**src/hdl/assert_macros.svh**
```systemverilog
// assertion macros used by the cusum_jump_detector rtl
// no dependencies; include by bare file name
`ifndef ASSERT_MACROS_SVH
`define ASSERT_MACROS_SVH

// property must hold at every clock edge outside reset
`define CJD_ASSERT(lbl, clk, rstn, prop) \
  lbl: assert property (@(posedge clk) disable iff (!rstn) (prop)) \
    else $error("cjd assertion failed");

// condition must never be seen at a clock edge outside reset
`define CJD_NEVER(lbl, clk, rstn, cond) \
  lbl: assert property (@(posedge clk) disable iff (!rstn) !(cond)) \
    else $error("cjd forbidden condition seen");

`endif

```
**src/hdl/cjd_pkg.sv**
```systemverilog
// shared types and constants of the cusum jump detector
// no dependencies
`timescale 1ns / 1ps

package cjd_pkg;

  // default widths of sample, accumulators and count
  localparam int SAMPLE_BITS_DEF = 16;
  localparam int ACC_BITS_DEF    = 32;
  localparam int COUNT_BITS_DEF  = 16;

  // register widths and reset values
  localparam int ALPHA_W = 31;
  localparam int HD_W    = 16;
  localparam int MODE_W  = 2;
  localparam int JUMP_W  = 2;

  localparam logic [ALPHA_W-1:0] ALPHA_RST = ALPHA_W'(51);
  localparam logic [HD_W-1:0]    HD_RST    = HD_W'(26);

  // apb port geometry
  localparam int APB_AW = 4;
  localparam int APB_DW = 32;

  // register indexes (byte address / 4)
  typedef enum logic [1:0] {
    REG_ALPHA      = 2'd0,
    REG_HALF_DELTA = 2'd1,
    REG_TEST_MODE  = 2'd2
  } reg_e;

  // test mode codes, the unused code runs the both-way test
  typedef enum logic [MODE_W-1:0] {
    MODE_DOWN = 2'd0,
    MODE_UP   = 2'd1,
    MODE_BOTH = 2'd2
  } mode_e;

  // result codes
  typedef enum logic [JUMP_W-1:0] {
    JUMP_NONE = 2'd0,
    JUMP_DOWN = 2'd1,
    JUMP_UP   = 2'd2
  } jump_e;

endpackage

```
**src/hdl/cjd_sample_if.sv**
```systemverilog
// input channel carrying one signed sample per transfer
// depends on cjd_pkg
`timescale 1ns / 1ps

interface cjd_sample_if #(
  parameter int SAMPLE_BITS = cjd_pkg::SAMPLE_BITS_DEF
);
  logic                          valid;
  logic                          ready;
  logic signed [SAMPLE_BITS-1:0] sample;

  modport source (output valid, output sample, input ready);
  modport sink   (input valid, input sample, output ready);
endinterface

```
**src/hdl/cjd_jump_if.sv**
```systemverilog
// output channel carrying one jump code per transfer
// depends on cjd_pkg
`timescale 1ns / 1ps

interface cjd_jump_if;
  logic                        valid;
  logic                        ready;
  logic [cjd_pkg::JUMP_W-1:0]  jump;

  modport source (output valid, output jump, input ready);
  modport sink   (input valid, input jump, output ready);
endinterface

```
**src/hdl/cjd_div.sv**
```systemverilog
// bit-serial restoring divider, signed dividend by unsigned count,
// quotient truncated toward zero; depends on cjd_pkg for default widths
`timescale 1ns / 1ps

module cjd_div #(
  parameter int SAMPLE_BITS = cjd_pkg::SAMPLE_BITS_DEF,
  parameter int COUNT_BITS  = cjd_pkg::COUNT_BITS_DEF
) (
  input  logic                        clk_i,
  input  logic                        rst_ni,
  input  logic                        start_i,
  input  logic signed [SAMPLE_BITS:0] dividend_i,
  input  logic [COUNT_BITS-1:0]       divisor_i,
  output logic                        done_o,
  output logic signed [SAMPLE_BITS:0] quot_o
);

  localparam int CW = $clog2(SAMPLE_BITS + 1);

  logic                   busy_q;
  logic                   done_q;
  logic                   neg_q;
  logic [CW-1:0]          cnt_q;
  logic [SAMPLE_BITS-1:0] dvd_q;
  logic [COUNT_BITS-1:0]  rem_q;
  logic [COUNT_BITS-1:0]  dvs_q;

  logic [SAMPLE_BITS:0]   mag;
  logic [COUNT_BITS:0]    trial;
  logic [COUNT_BITS:0]    diff;
  logic                   qbit;

  // magnitude of the dividend
  assign mag = dividend_i[SAMPLE_BITS] ? (~dividend_i + 1'b1) : dividend_i;

  // one quotient bit per cycle
  assign trial = {rem_q, dvd_q[SAMPLE_BITS-1]};
  assign diff  = trial - {1'b0, dvs_q};
  assign qbit  = ~diff[COUNT_BITS];

  always_ff @(posedge clk_i or negedge rst_ni) begin
    if (!rst_ni) begin
      busy_q <= 1'b0;
      done_q <= 1'b0;
      cnt_q  <= '0;
      neg_q  <= 1'b0;
      dvd_q  <= '0;
      rem_q  <= '0;
      dvs_q  <= '0;
    end else begin
      done_q <= !start_i && busy_q && (cnt_q == CW'(1));
      if (start_i) begin
        busy_q <= 1'b1;
        cnt_q  <= CW'(SAMPLE_BITS);
        neg_q  <= dividend_i[SAMPLE_BITS];
        dvd_q  <= mag[SAMPLE_BITS-1:0];
        rem_q  <= '0;
        dvs_q  <= divisor_i;
      end else if (busy_q) begin
        rem_q <= qbit ? diff[COUNT_BITS-1:0] : trial[COUNT_BITS-1:0];
        dvd_q <= {dvd_q[SAMPLE_BITS-2:0], qbit};
        cnt_q <= cnt_q - 1'b1;
        if (cnt_q == CW'(1)) begin
          busy_q <= 1'b0;
        end
      end
    end
  end

  // restore the sign of the quotient
  assign done_o = done_q;
  assign quot_o = neg_q ? $signed(~{1'b0, dvd_q} + 1'b1) : $signed({1'b0, dvd_q});

endmodule

```
**src/hdl/cusum_jump_detector.sv**
```systemverilog
// cusum jump detector top level: apb registers, sequencer, accumulators
// depends on cjd_pkg, cjd_sample_if, cjd_jump_if, cjd_div, assert_macros.svh
// sequence: prep, sum, peak and test states, then the result step; the bit-serial
//   divider runs between test and result when no jump is found and both gaps are zero
// throughput: one item at a time, the next input is taken once the result register loads
// reset: asynchronous, clears count, mean and all sums, registers to defaults
`timescale 1ns / 1ps
`include "assert_macros.svh"

module cusum_jump_detector #(
  parameter int SAMPLE_BITS = cjd_pkg::SAMPLE_BITS_DEF,
  parameter int ACC_BITS    = cjd_pkg::ACC_BITS_DEF,
  parameter int COUNT_BITS  = cjd_pkg::COUNT_BITS_DEF
) (
  input  logic                        clk_i,
  input  logic                        rst_ni,
  cjd_sample_if.sink                  smp_i,
  cjd_jump_if.source                  jmp_o,
  input  logic                        psel,
  input  logic                        penable,
  input  logic                        pwrite,
  input  logic [cjd_pkg::APB_AW-1:0]  paddr,
  input  logic [cjd_pkg::APB_DW-1:0]  pwdata,
  output logic [cjd_pkg::APB_DW-1:0]  prdata,
  output logic                        pready
);

  localparam int AW = cjd_pkg::ALPHA_W;
  localparam int HW = cjd_pkg::HD_W;
  // width of sample difference plus or minus half delta
  localparam int PW = ((SAMPLE_BITS + 1 > HW + 1) ? SAMPLE_BITS + 1 : HW + 1) + 1;
  // width of accumulator update before saturation
  localparam int EW = ((ACC_BITS > PW) ? ACC_BITS : PW) + 1;
  // width of gap to threshold compare
  localparam int GW = ((ACC_BITS + 1 > AW) ? ACC_BITS + 1 : AW) + 1;

  typedef enum logic [2:0] {
    ST_IDLE,
    ST_PREP,
    ST_SUM,
    ST_PEAK,
    ST_TEST,
    ST_DIV,
    ST_OUT
  } state_e;

  // configuration registers
  logic [AW-1:0]              alpha_q;
  logic [HW-1:0]              hd_q;
  logic [cjd_pkg::MODE_W-1:0] mode_q;

  // sequencer and datapath registers
  state_e                        state_q;
  logic [COUNT_BITS-1:0]         n_q;
  logic signed [SAMPLE_BITS-1:0] m_q;
  logic signed [SAMPLE_BITS-1:0] s_q;
  logic signed [SAMPLE_BITS:0]   d_q;
  logic signed [PW-1:0]          dp_q;
  logic signed [PW-1:0]          dm_q;
  logic signed [ACC_BITS-1:0]    sd_q;
  logic signed [ACC_BITS-1:0]    md_q;
  logic signed [ACC_BITS-1:0]    su_q;
  logic signed [ACC_BITS-1:0]    mu_q;
  cjd_pkg::jump_e                jump_q;
  logic                          div_start_q;
  logic                          out_valid_q;
  logic [cjd_pkg::JUMP_W-1:0]    out_jump_q;

  logic                          cfg_wr;
  logic                          do_dn;
  logic                          do_up;
  logic                          both;
  logic signed [SAMPLE_BITS:0]   d_d;
  logic signed [PW-1:0]          dp_d;
  logic signed [PW-1:0]          dm_d;
  logic [EW-1:0]                 sum_dn_ext;
  logic [EW-1:0]                 sum_up_ext;
  logic signed [ACC_BITS-1:0]    sd_d;
  logic signed [ACC_BITS-1:0]    su_d;
  logic [ACC_BITS:0]             gap_dn;
  logic [ACC_BITS:0]             gap_up;
  logic                          gaps_zero;
  cjd_pkg::jump_e                jump_d;
  logic                          div_done;
  logic signed [SAMPLE_BITS:0]   div_quot;
  logic [SAMPLE_BITS:0]          m_sum;
  logic                          out_load;

  // saturate an extended sum to the accumulator range
  function automatic logic [ACC_BITS-1:0] sat_acc(input logic [EW-1:0] v);
    logic [ACC_BITS-1:0] hi;
    logic [ACC_BITS-1:0] lo;
    hi = {1'b0, {(ACC_BITS-1){1'b1}}};
    lo = {1'b1, {(ACC_BITS-1){1'b0}}};
    if (!v[EW-1] && (|v[EW-2:ACC_BITS-1])) begin
      return hi;
    end else if (v[EW-1] && !(&v[EW-2:ACC_BITS-1])) begin
      return lo;
    end else begin
      return v[ACC_BITS-1:0];
    end
  endfunction

  // apb register access, no wait states
  assign pready = 1'b1;
  assign cfg_wr = psel & penable & pwrite;

  always_comb begin
    prdata = '0;
    unique case (paddr[3:2])
      cjd_pkg::REG_ALPHA:      prdata = cjd_pkg::APB_DW'(alpha_q);
      cjd_pkg::REG_HALF_DELTA: prdata = cjd_pkg::APB_DW'(hd_q);
      cjd_pkg::REG_TEST_MODE:  prdata = cjd_pkg::APB_DW'(mode_q);
      default:                 prdata = '0;
    endcase
  end

  always_ff @(posedge clk_i or negedge rst_ni) begin
    if (!rst_ni) begin
      alpha_q <= cjd_pkg::ALPHA_RST;
      hd_q    <= cjd_pkg::HD_RST;
      mode_q  <= cjd_pkg::MODE_BOTH;
    end else if (cfg_wr) begin
      unique case (paddr[3:2])
        cjd_pkg::REG_ALPHA:      alpha_q <= pwdata[AW-1:0];
        cjd_pkg::REG_HALF_DELTA: hd_q    <= pwdata[HW-1:0];
        cjd_pkg::REG_TEST_MODE:  mode_q  <= pwdata[cjd_pkg::MODE_W-1:0];
        default: ;
      endcase
    end
  end

  // tested directions
  assign do_dn = (mode_q != cjd_pkg::MODE_UP);
  assign do_up = (mode_q != cjd_pkg::MODE_DOWN);
  assign both  = do_dn & do_up;

  // sample minus mean; the first sample after a clear is the mean
  assign d_d = (n_q == '0) ? '0
             : ($signed({smp_i.sample[SAMPLE_BITS-1], smp_i.sample})
                - $signed({m_q[SAMPLE_BITS-1], m_q}));

  // difference plus and minus half delta
  assign dp_d = $signed({{(PW-SAMPLE_BITS-1){d_q[SAMPLE_BITS]}}, d_q})
              + $signed({{(PW-HW){1'b0}}, hd_q});
  assign dm_d = $signed({{(PW-SAMPLE_BITS-1){d_q[SAMPLE_BITS]}}, d_q})
              - $signed({{(PW-HW){1'b0}}, hd_q});

  // saturating accumulator updates
  assign sum_dn_ext = {{(EW-ACC_BITS){sd_q[ACC_BITS-1]}}, sd_q}
                    + {{(EW-PW){dp_q[PW-1]}}, dp_q};
  assign sum_up_ext = {{(EW-ACC_BITS){su_q[ACC_BITS-1]}}, su_q}
                    + {{(EW-PW){dm_q[PW-1]}}, dm_q};
  assign sd_d = $signed(sat_acc(sum_dn_ext));
  assign su_d = $signed(sat_acc(sum_up_ext));

  // gaps against their peaks, never negative
  assign gap_dn = {md_q[ACC_BITS-1], md_q} - {sd_q[ACC_BITS-1], sd_q};
  assign gap_up = {su_q[ACC_BITS-1], su_q} - {mu_q[ACC_BITS-1], mu_q};
  assign gaps_zero = (md_q == sd_q) && (su_q == mu_q);

  // jump decision, downward test first
  always_comb begin
    jump_d = cjd_pkg::JUMP_NONE;
    if (do_dn && ({{(GW-ACC_BITS-1){1'b0}}, gap_dn} > {{(GW-AW){1'b0}}, alpha_q})) begin
      jump_d = cjd_pkg::JUMP_DOWN;
    end else if (do_up
                 && ({{(GW-ACC_BITS-1){1'b0}}, gap_up} > {{(GW-AW){1'b0}}, alpha_q})) begin
      jump_d = cjd_pkg::JUMP_UP;
    end
  end

  // mean plus truncated quotient
  assign m_sum = {m_q[SAMPLE_BITS-1], m_q} + div_quot;

  // result register loads once the previous transfer is gone
  assign out_load = (state_q == ST_OUT) && (!out_valid_q || jmp_o.ready);

  cjd_div #(
    .SAMPLE_BITS (SAMPLE_BITS),
    .COUNT_BITS  (COUNT_BITS)
  ) u_div (
    .clk_i      (clk_i),
    .rst_ni     (rst_ni),
    .start_i    (div_start_q),
    .dividend_i (d_q),
    .divisor_i  (n_q),
    .done_o     (div_done),
    .quot_o     (div_quot)
  );

  // sequencer with datapath state and result register
  always_ff @(posedge clk_i or negedge rst_ni) begin
    if (!rst_ni) begin
      state_q     <= ST_IDLE;
      n_q         <= '0;
      m_q         <= '0;
      s_q         <= '0;
      d_q         <= '0;
      dp_q        <= '0;
      dm_q        <= '0;
      sd_q        <= '0;
      md_q        <= '0;
      su_q        <= '0;
      mu_q        <= '0;
      jump_q      <= cjd_pkg::JUMP_NONE;
      div_start_q <= 1'b0;
      out_valid_q <= 1'b0;
      out_jump_q  <= cjd_pkg::JUMP_NONE;
    end else begin
      div_start_q <= (state_q == ST_TEST) && (jump_d == cjd_pkg::JUMP_NONE) && gaps_zero;
      if (out_load) begin
        out_valid_q <= 1'b1;
      end else if (out_valid_q && jmp_o.ready) begin
        out_valid_q <= 1'b0;
      end
      unique case (state_q)
        ST_IDLE: begin
          if (smp_i.valid) begin
            s_q     <= smp_i.sample;
            d_q     <= d_d;
            n_q     <= (&n_q) ? n_q : n_q + 1'b1;
            if (n_q == '0) begin
              m_q <= smp_i.sample;
            end
            state_q <= ST_PREP;
          end
        end
        ST_PREP: begin
          dp_q    <= dp_d;
          dm_q    <= dm_d;
          state_q <= ST_SUM;
        end
        ST_SUM: begin
          if (do_dn) begin
            sd_q <= sd_d;
          end
          if (do_up) begin
            su_q <= su_d;
          end
          state_q <= ST_PEAK;
        end
        ST_PEAK: begin
          if (do_dn && (sd_q > md_q)) begin
            md_q <= sd_q;
          end
          if (do_up && (su_q < mu_q)) begin
            mu_q <= su_q;
          end
          state_q <= ST_TEST;
        end
        ST_TEST: begin
          jump_q <= jump_d;
          if (jump_d != cjd_pkg::JUMP_NONE) begin
            n_q <= '0;
            if (both) begin
              sd_q <= '0;
              md_q <= '0;
              su_q <= '0;
              mu_q <= '0;
              m_q  <= s_q;
            end else if (jump_d == cjd_pkg::JUMP_DOWN) begin
              sd_q <= '0;
              md_q <= '0;
            end else begin
              su_q <= '0;
              mu_q <= '0;
            end
            state_q <= ST_OUT;
          end else if (gaps_zero) begin
            state_q <= ST_DIV;
          end else begin
            state_q <= ST_OUT;
          end
        end
        ST_DIV: begin
          if (div_done) begin
            m_q     <= $signed(m_sum[SAMPLE_BITS-1:0]);
            state_q <= ST_OUT;
          end
        end
        ST_OUT: begin
          if (out_load) begin
            out_jump_q <= jump_q;
            state_q    <= ST_IDLE;
          end
        end
        default: state_q <= ST_IDLE;
      endcase
    end
  end

  // channel outputs
  assign smp_i.ready = (state_q == ST_IDLE);
  assign jmp_o.valid = out_valid_q;
  assign jmp_o.jump  = out_jump_q;

  // peaks never fall behind their sums once the peak step is done
  `CJD_NEVER(a_peak_dn, clk_i, rst_ni, (state_q != ST_PEAK) && (sd_q > md_q))
  `CJD_NEVER(a_peak_up, clk_i, rst_ni, (state_q != ST_PEAK) && (su_q < mu_q))
  // a jump clears the sample count
  `CJD_ASSERT(a_jump_clr, clk_i, rst_ni,
              ((state_q == ST_TEST) && (jump_d != cjd_pkg::JUMP_NONE)) |=> (n_q == '0))
  // a new result only comes from the result step
  `CJD_ASSERT(a_out_src, clk_i, rst_ni, $rose(out_valid_q) |-> $past(state_q == ST_OUT))

endmodule

```
**src/flat_wrapper.sv**
```systemverilog
// flat-port wrapper written by rule: the top's interface ports become plain ports
module cusum_jump_detector_flat 
#(
  parameter int SAMPLE_BITS = cjd_pkg::SAMPLE_BITS_DEF,
  parameter int ACC_BITS    = cjd_pkg::ACC_BITS_DEF,
  parameter int COUNT_BITS  = cjd_pkg::COUNT_BITS_DEF
)
  (clk_i, rst_ni, psel, penable, pwrite, paddr, pwdata, prdata, pready, smp_i_valid, smp_i_sample, smp_i_ready, jmp_o_valid, jmp_o_jump, jmp_o_ready);
  cjd_sample_if #(.SAMPLE_BITS(SAMPLE_BITS)) smp_i_i ();
  cjd_jump_if jmp_o_i ();
  input  logic clk_i;
  input  logic rst_ni;
  input  logic psel;
  input  logic penable;
  input  logic pwrite;
  input  logic [cjd_pkg::APB_AW-1:0] paddr;
  input  logic [cjd_pkg::APB_DW-1:0] pwdata;
  output logic [cjd_pkg::APB_DW-1:0] prdata;
  output logic pready;
  input wire logic [$bits(smp_i_i.valid)-1:0] smp_i_valid;
  input wire logic [$bits(smp_i_i.sample)-1:0] smp_i_sample;
  output wire logic [$bits(smp_i_i.ready)-1:0] smp_i_ready;
  output wire logic [$bits(jmp_o_i.valid)-1:0] jmp_o_valid;
  output wire logic [$bits(jmp_o_i.jump)-1:0] jmp_o_jump;
  input wire logic [$bits(jmp_o_i.ready)-1:0] jmp_o_ready;
  assign smp_i_i.valid = smp_i_valid;
  assign smp_i_i.sample = smp_i_sample;
  assign smp_i_ready = smp_i_i.ready;
  assign jmp_o_valid = jmp_o_i.valid;
  assign jmp_o_jump = jmp_o_i.jump;
  assign jmp_o_i.ready = jmp_o_ready;
  cusum_jump_detector #(.SAMPLE_BITS(SAMPLE_BITS), .ACC_BITS(ACC_BITS), .COUNT_BITS(COUNT_BITS)) u_core (.clk_i(clk_i), .rst_ni(rst_ni), .smp_i(smp_i_i), .jmp_o(jmp_o_i), .psel(psel), .penable(penable), .pwrite(pwrite), .paddr(paddr), .pwdata(pwdata), .prdata(prdata), .pready(pready));
endmodule
```
**config.mk**
```make
export PLATFORM = sky130hd
export DESIGN_NAME = cusum_jump_detector_flat
export DESIGN_NICKNAME = d
export VERILOG_FILES = /design/src/hdl/cjd_pkg.sv /design/src/hdl/cjd_sample_if.sv /design/src/hdl/cjd_jump_if.sv /design/src/hdl/cjd_div.sv /design/src/hdl/cusum_jump_detector.sv /design/src/flat_wrapper.sv
export VERILOG_INCLUDE_DIRS = /design/src /design/src/hdl
export SDC_FILE = /design/constraint.sdc
export NUM_CORES = 1
export LEC_CHECK = 0
export BUFFER_PORTS_ARGS = -buffer_cell sky130_fd_sc_hd__buf_2
export CAP_MARGIN = 5
export CORE_MARGIN = 2
export CORE_UTILIZATION = 35
export CTS_BUF_LIST = sky130_fd_sc_hd__clkbuf_8
export CTS_CLUSTER_DIAMETER = 30
export DETAILED_ROUTE_END_ITERATION = 8
export PLACE_DENSITY_LB_ADDON = 0.2
export SLEW_MARGIN = 20
export SYNTH_ARGS = -nofsm -noshare
export SYNTH_HDL_FRONTEND = slang
export SYNTH_SLANG_ARGS = --single-unit
```
**constraint.sdc**
```tcl
create_clock -name clk_i -period 7.4 [get_ports clk_i]
set_input_delay 1.48 -clock clk_i [delete_from_list [all_inputs] [get_ports clk_i]]
set_output_delay 1.48 -clock clk_i [all_outputs]
set_load 0.005 [all_outputs]
```
---- Word-level counts from Yosys, hierarchy flattened ----
Index checks and enable logic that the tools add are counted.
word-level totals
  latch bits .............................. 0
  RAM bits ................................ 0
  input port bits ......................... 59
  word-level logic and storage cells ...... 173
  flip-flop bits (word level) ............. 343
  memories ................................ 0
  bits in read-only memories .............. 0
operators by class
  $mul .................................... 0
  $add $sub $neg .......................... 13
  muxes and demuxes ....................... 52
  reduce and logical (&&, ||, !) cells .... 47
  equality and inequality tests ........... 26
  div/mod/pow operators ................... 0
  bitwise operators ....................... 6
  $lt $le $gt $ge ......................... 4
  shift-type cells ........................ 0
operator list
  cell                                                              count
  32-bit two-way mux                                                14
  32-bit one-hot mux with 2 select lines                            4
  16-bit two-way mux                                                15
  31-bit one-hot mux with 3 select lines                            1
  32-bit by 18-bit adder with 33-bit output                         2
  33-bit by 31-bit > comparator with 1-bit output                   2
  32-bit by 32-bit subtractor with 33-bit output                    2
  32-bit == test                                                    2
  16-bit by 1-bit adder with 16-bit output (second input constant)  3
  16-bit one-hot mux with 3 select lines                            1
  32-bit > comparator                                               1
  32-bit less-than comparator                                       1
  16-bit NOT                                                        2
  16-bit one-hot mux with 2 select lines                            1
  3-bit one-hot mux with 7 select lines                             1
  4-bit AND reduction                                               5
  17-bit by 17-bit adder with 18-bit output                         1
  17-bit by 17-bit subtractor with 18-bit output                    1
  17-bit two-way mux                                                1
  16-bit by 16-bit subtractor with 17-bit output                    1
  17-bit by 16-bit subtractor with 17-bit output                    1
  16-bit adder                                                      1
  16-bit logical NOT                                                1
  2-bit by 1-bit != test with 1-bit output (second input constant)  8
  26 further kinds                                                  76

---- Depth between registers and ports, before layout ----
  depth in word-level cells ............... 10
  mapped depth ............................ 28
  gate-level depth less buffers ........... 26

---- Modules after synthesis ----
Synthesis repeated with hierarchy kept, for this count alone.
second synthesis, totals
  cell total of the unflattened synthesis .. 2966
  area, all modules ....................... 26402.8 um^2
modules (own cells, without submodules)
  module               seq. area each (um^2)  cells an instance  instances  area an instance (um^2)
  cusum_jump_detector  7166.9                 2500               1          22375.2
  cjd_div              1401.3                 466                1          4027.6

---- Worst setup path after synthesis ----
Ideal clock, no wire load.
  path kind ............................... register -> register
  start ................................... reg u_core.sd_q[2]
  end ..................................... reg u_core.m_q[0]
  cell stages (with the launch flop) ...... 27
  arrival time ............................ 5.663 ns
  library setup time ...................... 0.127 ns
  period minus slack after synthesis ...... 5.790 ns
  setup slack ............................. 1.610 ns
  cell sequence ........................... dfrtp_1 > inv_1 > ha_1 > nor2b_1 > o31a_1 > o31ai_2 > o31ai_1 > a31o_2 > a21oi_1 > o21bai_1 > a21o_1 > a21o_1 > a311oi_1 > xnor2_1 > ha_1 > nand4_1 > nor2_1 > nand3_1 > or4_4 > o21ai_2 > nor3b_2 > a21bo_1 > a311o_2 > nor3_4 > nand4bb_1 > buf_6 > mux2_1
on the way
  word-level cells in the longest chain between the ends .. 7
RTL lines
  element                                          line                        text
  start, declared                                  cusum_jump_detector.sv:60   logic signed [ACC_BITS-1:0] sd_q;
  start signal, assigned                           cusum_jump_detector.sv:202  sd_q <= '0;
  start signal, assigned                           cusum_jump_detector.sv:236  sd_q <= sd_d;
  start signal, assigned                           cusum_jump_detector.sv:257  sd_q <= '0;
  32-bit by 32-bit subtractor with 33-bit output   cusum_jump_detector.sv:158  assign gap_dn = {md_q[ACC_BITS-1], md_q} - {sd_q[ACC_BITS-1], sd_q};
  33-bit by 31-bit > comparator with 1-bit output  cusum_jump_detector.sv:165  if (do_dn && ({{(GW-ACC_BITS-1){1'b0}}, gap_dn} > {{(GW-AW){1'b0}}, alpha_q})) begin
  1-bit logical AND                                cusum_jump_detector.sv:165
  2-bit two-way mux                                cusum_jump_detector.sv:165
  2-bit nonzero test                               cusum_jump_detector.sv:254  if (jump_d != cjd_pkg::JUMP_NONE) begin
  2-bit != test (no source line)                   n/a
  6-bit AND reduction (no source line)             n/a
  end signal, assigned                             cusum_jump_detector.sv:224  m_q <= smp_i.sample;
  end signal, assigned                             cusum_jump_detector.sv:261  m_q <= s_q;
  end signal, assigned                             cusum_jump_detector.sv:278  m_q <= $signed(m_sum[SAMPLE_BITS-1:0]);
  end, declared                                    cusum_jump_detector.sv:55   logic signed [SAMPLE_BITS-1:0] m_q;
Every way passes these cells.
A chain may end at the register's enable or synchronous reset.

---- Final worst setup path ----
  start ................................... reg u_core.sd_q[2]
  end ..................................... reg u_core.m_q[10]
The elaborated chain is that of the path after synthesis.

==> flow_metrics.tcl <==
set metrics [dict create \
    status "finished clean" \
    tightest_slew_ns 1.045 \
    max_clock_freq_mhz 146.0 \
    root_buffer "clkbuf_8" \
    crit_family "compound AO/OA/AOI/OAI gates" \
    cp.arrival_ns 7.45 \
    clk_path_buf_depth 3 \
    drive_above_1_share 0.1262 \
    crit_path_max_fanout 16 \
    p_seq_frac 0.189 \
    final-hold-violation-count 0 \
    grt_pass1_vias 21840 \
    synth_area_mm2 0.02653 \
    cap_violations 0 \
    critPathRequiredTime_ns 8.01 \
    drt_pass1_iterations 5 \
    wl_um 77680 \
    leakagePower_nw 14.08 \
    die_w_um 279.3 \
    route.met2.wl_um 33390 \
    die_height_um 279.3 \
    start_util 0.3552 \
    clk_pin_slew_worst_paths_ns 0.05 \
    max_stage_delay_ns 0.53 \
    wl_met3_um 3654 \
    crit_type "reg -> reg" \
    fin_crit_sh 0.9254 \
    wl_per_cell_um 18.66 \
    io_buffer_count 90 \
    clk_latency_ns 0.75 \
    hold_buffers 0 \
    switching_share 0.4668 \
    synthCells 3007 \
    fin_nets 3460 \
    grt.total_usage 0.1997 \
    p_int_mw 9.316 \
    dr_total_vias 22390 \
    antenna_found_initial 1 \
    tns_ns 0 \
    peakVddDrop_mv 0.2323 \
    path_buf_inv 2 \
    nFillCells 7584 \
    grt_overflow 0 \
    skew_ns 0.06013 \
    grt_pass1_wl_um 123700 \
    end_kind "flip-flop" \
    m1WireLength_um 38930 \
    drt-vias-per-instance 5.376 \
    top_layer "met4" \
    avgSynthCellArea_um2 8.822 \
    grt_start_max_net_pins 123 \
    syn_nets 3352 \
    rsz0062_at_grt "no" \
    clockPowerShare 0.183 \
    io-pin-count 96 \
    synth.ff_latch_count 342 \
    cts.sinks 342 \
    hold_class "reg -> reg" \
    ys_types 104 \
    htreeDepth 3 \
    cpMaxStageDelayCell "or4_4" \
    die_area_mm2 0.07802 \
    area_growth_pct 14.63 \
    place_congestion 0.8570 \
    finalInstanceArea_mm2 0.03041 \
    antenna_left 0 \
    drt_iter0_markers 1301 \
    p_per_area_mw_per_mm2 574.5 \
    seq_area_frac_synth 0.3230 \
    p_sw_mw 8.155 \
    setup_viol 0 \
    final_max_slew_viol_count 0 \
    core_area_mm2 0.07470 \
    seqCellArea_mm2 0.008571 \
    multi_input_area_mm2 0.01658 \
    cts_tree "built" \
    cts-resized-gates 0 \
    worstSetupStartpointType "flip-flop" \
    drc_errors 0 \
    placed_area_mm2 0.02796 \
    synth_edf_count 0 \
    async_flop_share 1.000 \
    synth_ff_type "dfrtp_1" \
    p_comb_frac 0.629 \
    yosys_warnings 0 \
    row_count 100 \
    slew-limit-headroom 0.3032 \
    hpwl_um 58850 \
    period_minus_slack_ns 6.848 \
    post_cts_buffers 0 \
    cts_made_buffers 100 \
]
## power groups by stage
stage	registers [mW]	clock network, mW	logic, mW
floorplan	3.00	0	8.53
global placement	3.31	0	10.9
detailed placement	3.32	0	10.9
CTS	3.30	3.26	11.0
global route	3.40	3.36	12.4
finish	3.30	3.19	11.0
## final timing paths
kind                                    to  slack (ns)  depth (start not counted)            from
min reg2reg                 u_core.dm_q[2]        0.49                          2  u_core.dm_q[2]
min                         u_core.dm_q[2]        0.49                          2  u_core.dm_q[2]
min in group asynchronous    u_core.s_q[2]        0.80                          1          rst_ni
max                         u_core.m_q[10]        0.55                         26  u_core.sd_q[2]
max reg2reg                 u_core.m_q[10]        0.55                         26  u_core.sd_q[2]
max in group asynchronous  u_core.md_q[23]        5.22                          2          rst_ni
## state kept, by name (all words and copies together) (netlist names), 2 cells and up
register	flops
u_core.md_q	32
u_core.mu_q	32
u_core.sd_q	32
u_core.su_q	32
u_core.alpha_q	31
u_core.dm_q	18
u_core.d_q	17
u_core.dp_q	17
u_core.hd_q	16
u_core.m_q	16
u_core.n_q	16
u_core.s_q	16
u_core.u_div.dvd_q	16
u_core.u_div.dvs_q	16
u_core.u_div.rem_q	16
u_core.u_div.cnt_q	5
u_core.state_q	3
u_core.jmp_o.jump	2
u_core.jump_q	2
u_core.mode_q	2
## cells by family after synthesis
group | count (synthesis) | share of synthesized area
AOI/OAI and AO/OA | 980 | 0.2384
and+or+nand+nor | 726 | 0.1338
buffers and inverters | 355 | 0.05386
DFF | 342 | 0.3230
adders and majority gates | 286 | 0.1374
xor gates and xnor gates | 194 | 0.06433
muxes | 122 | 0.04896
other | 2 | 0.0002831
## layout by cell type, fill, tap and decap left out, types with 80 or more instances in the layout
cell type / instances
ha_1: 277
buf_2: 89
dfrtp_1: 332
nor2_1: 153
nand2_1: 230
o21ai_0: 282
inv_1: 251
a21oi_1: 204
a21o_1: 80
xnor2_1: 129
clkbuf_8: 124
## metrics by stage
step,hold slack (ns),util,worst slack [ns],total power [mW],std cells
after floorplan,0.4444,-,1.610,11.53,3007
after CTS,0.4864,0.4071,0.6189,17.55,4163
after global placement,0.4698,0.3743,0.6962,14.19,3982
after detailed placement,0.4749,0.3743,0.6562,14.24,3982
final,0.4872,0.4071,0.5517,17.47,4164
after global routing,0.5068,0.4071,0.09525,19.15,4164
## synthesized netlist by cell type, drive strengths merged (60+ instances only)
library cell	n	area [um2]
a21o	80	600.6
a21oi	206	1035
a22o	67	586.8
clkbuf	81	304.0
dfrtp	334	8358
ha	277	3466
inv	240	900.9
mux2	62	698.2
mux2i	60	600.6
nand2	232	873.3
nor2	155	584.3
nor3	69	361.6
o21ai	302	1526
xnor2	130	1146
xor2	64	560.5
## cell type report
cell class / count / area share
antenna: 1 / 0.00008229
clock buffer: 124 / 0.05612
clock inverter: 57 / 0.02436
inverter: 242 / 0.02987
multi-input combinational: 2310 / 0.5452
sequential: 342 / 0.2818
tap: 969 / 0.03987
timing repair buffer: 119 / 0.02271
## routing by layer
metal / vias up / track usage
met4: 0 / 0.05018
met5: - / 0
met1: 10670 / 0.2903
met3: 117 / 0.03553
met2: 433 / 0.3049
li1: 11160 / -
## tightest hold or removal path: stages, from the launching register on
cell and delay [ns]:
dfrtp_1 0.34, nand2_1 0.05, o21ai_0 0.06
Power figures use the tool's default switching activity.
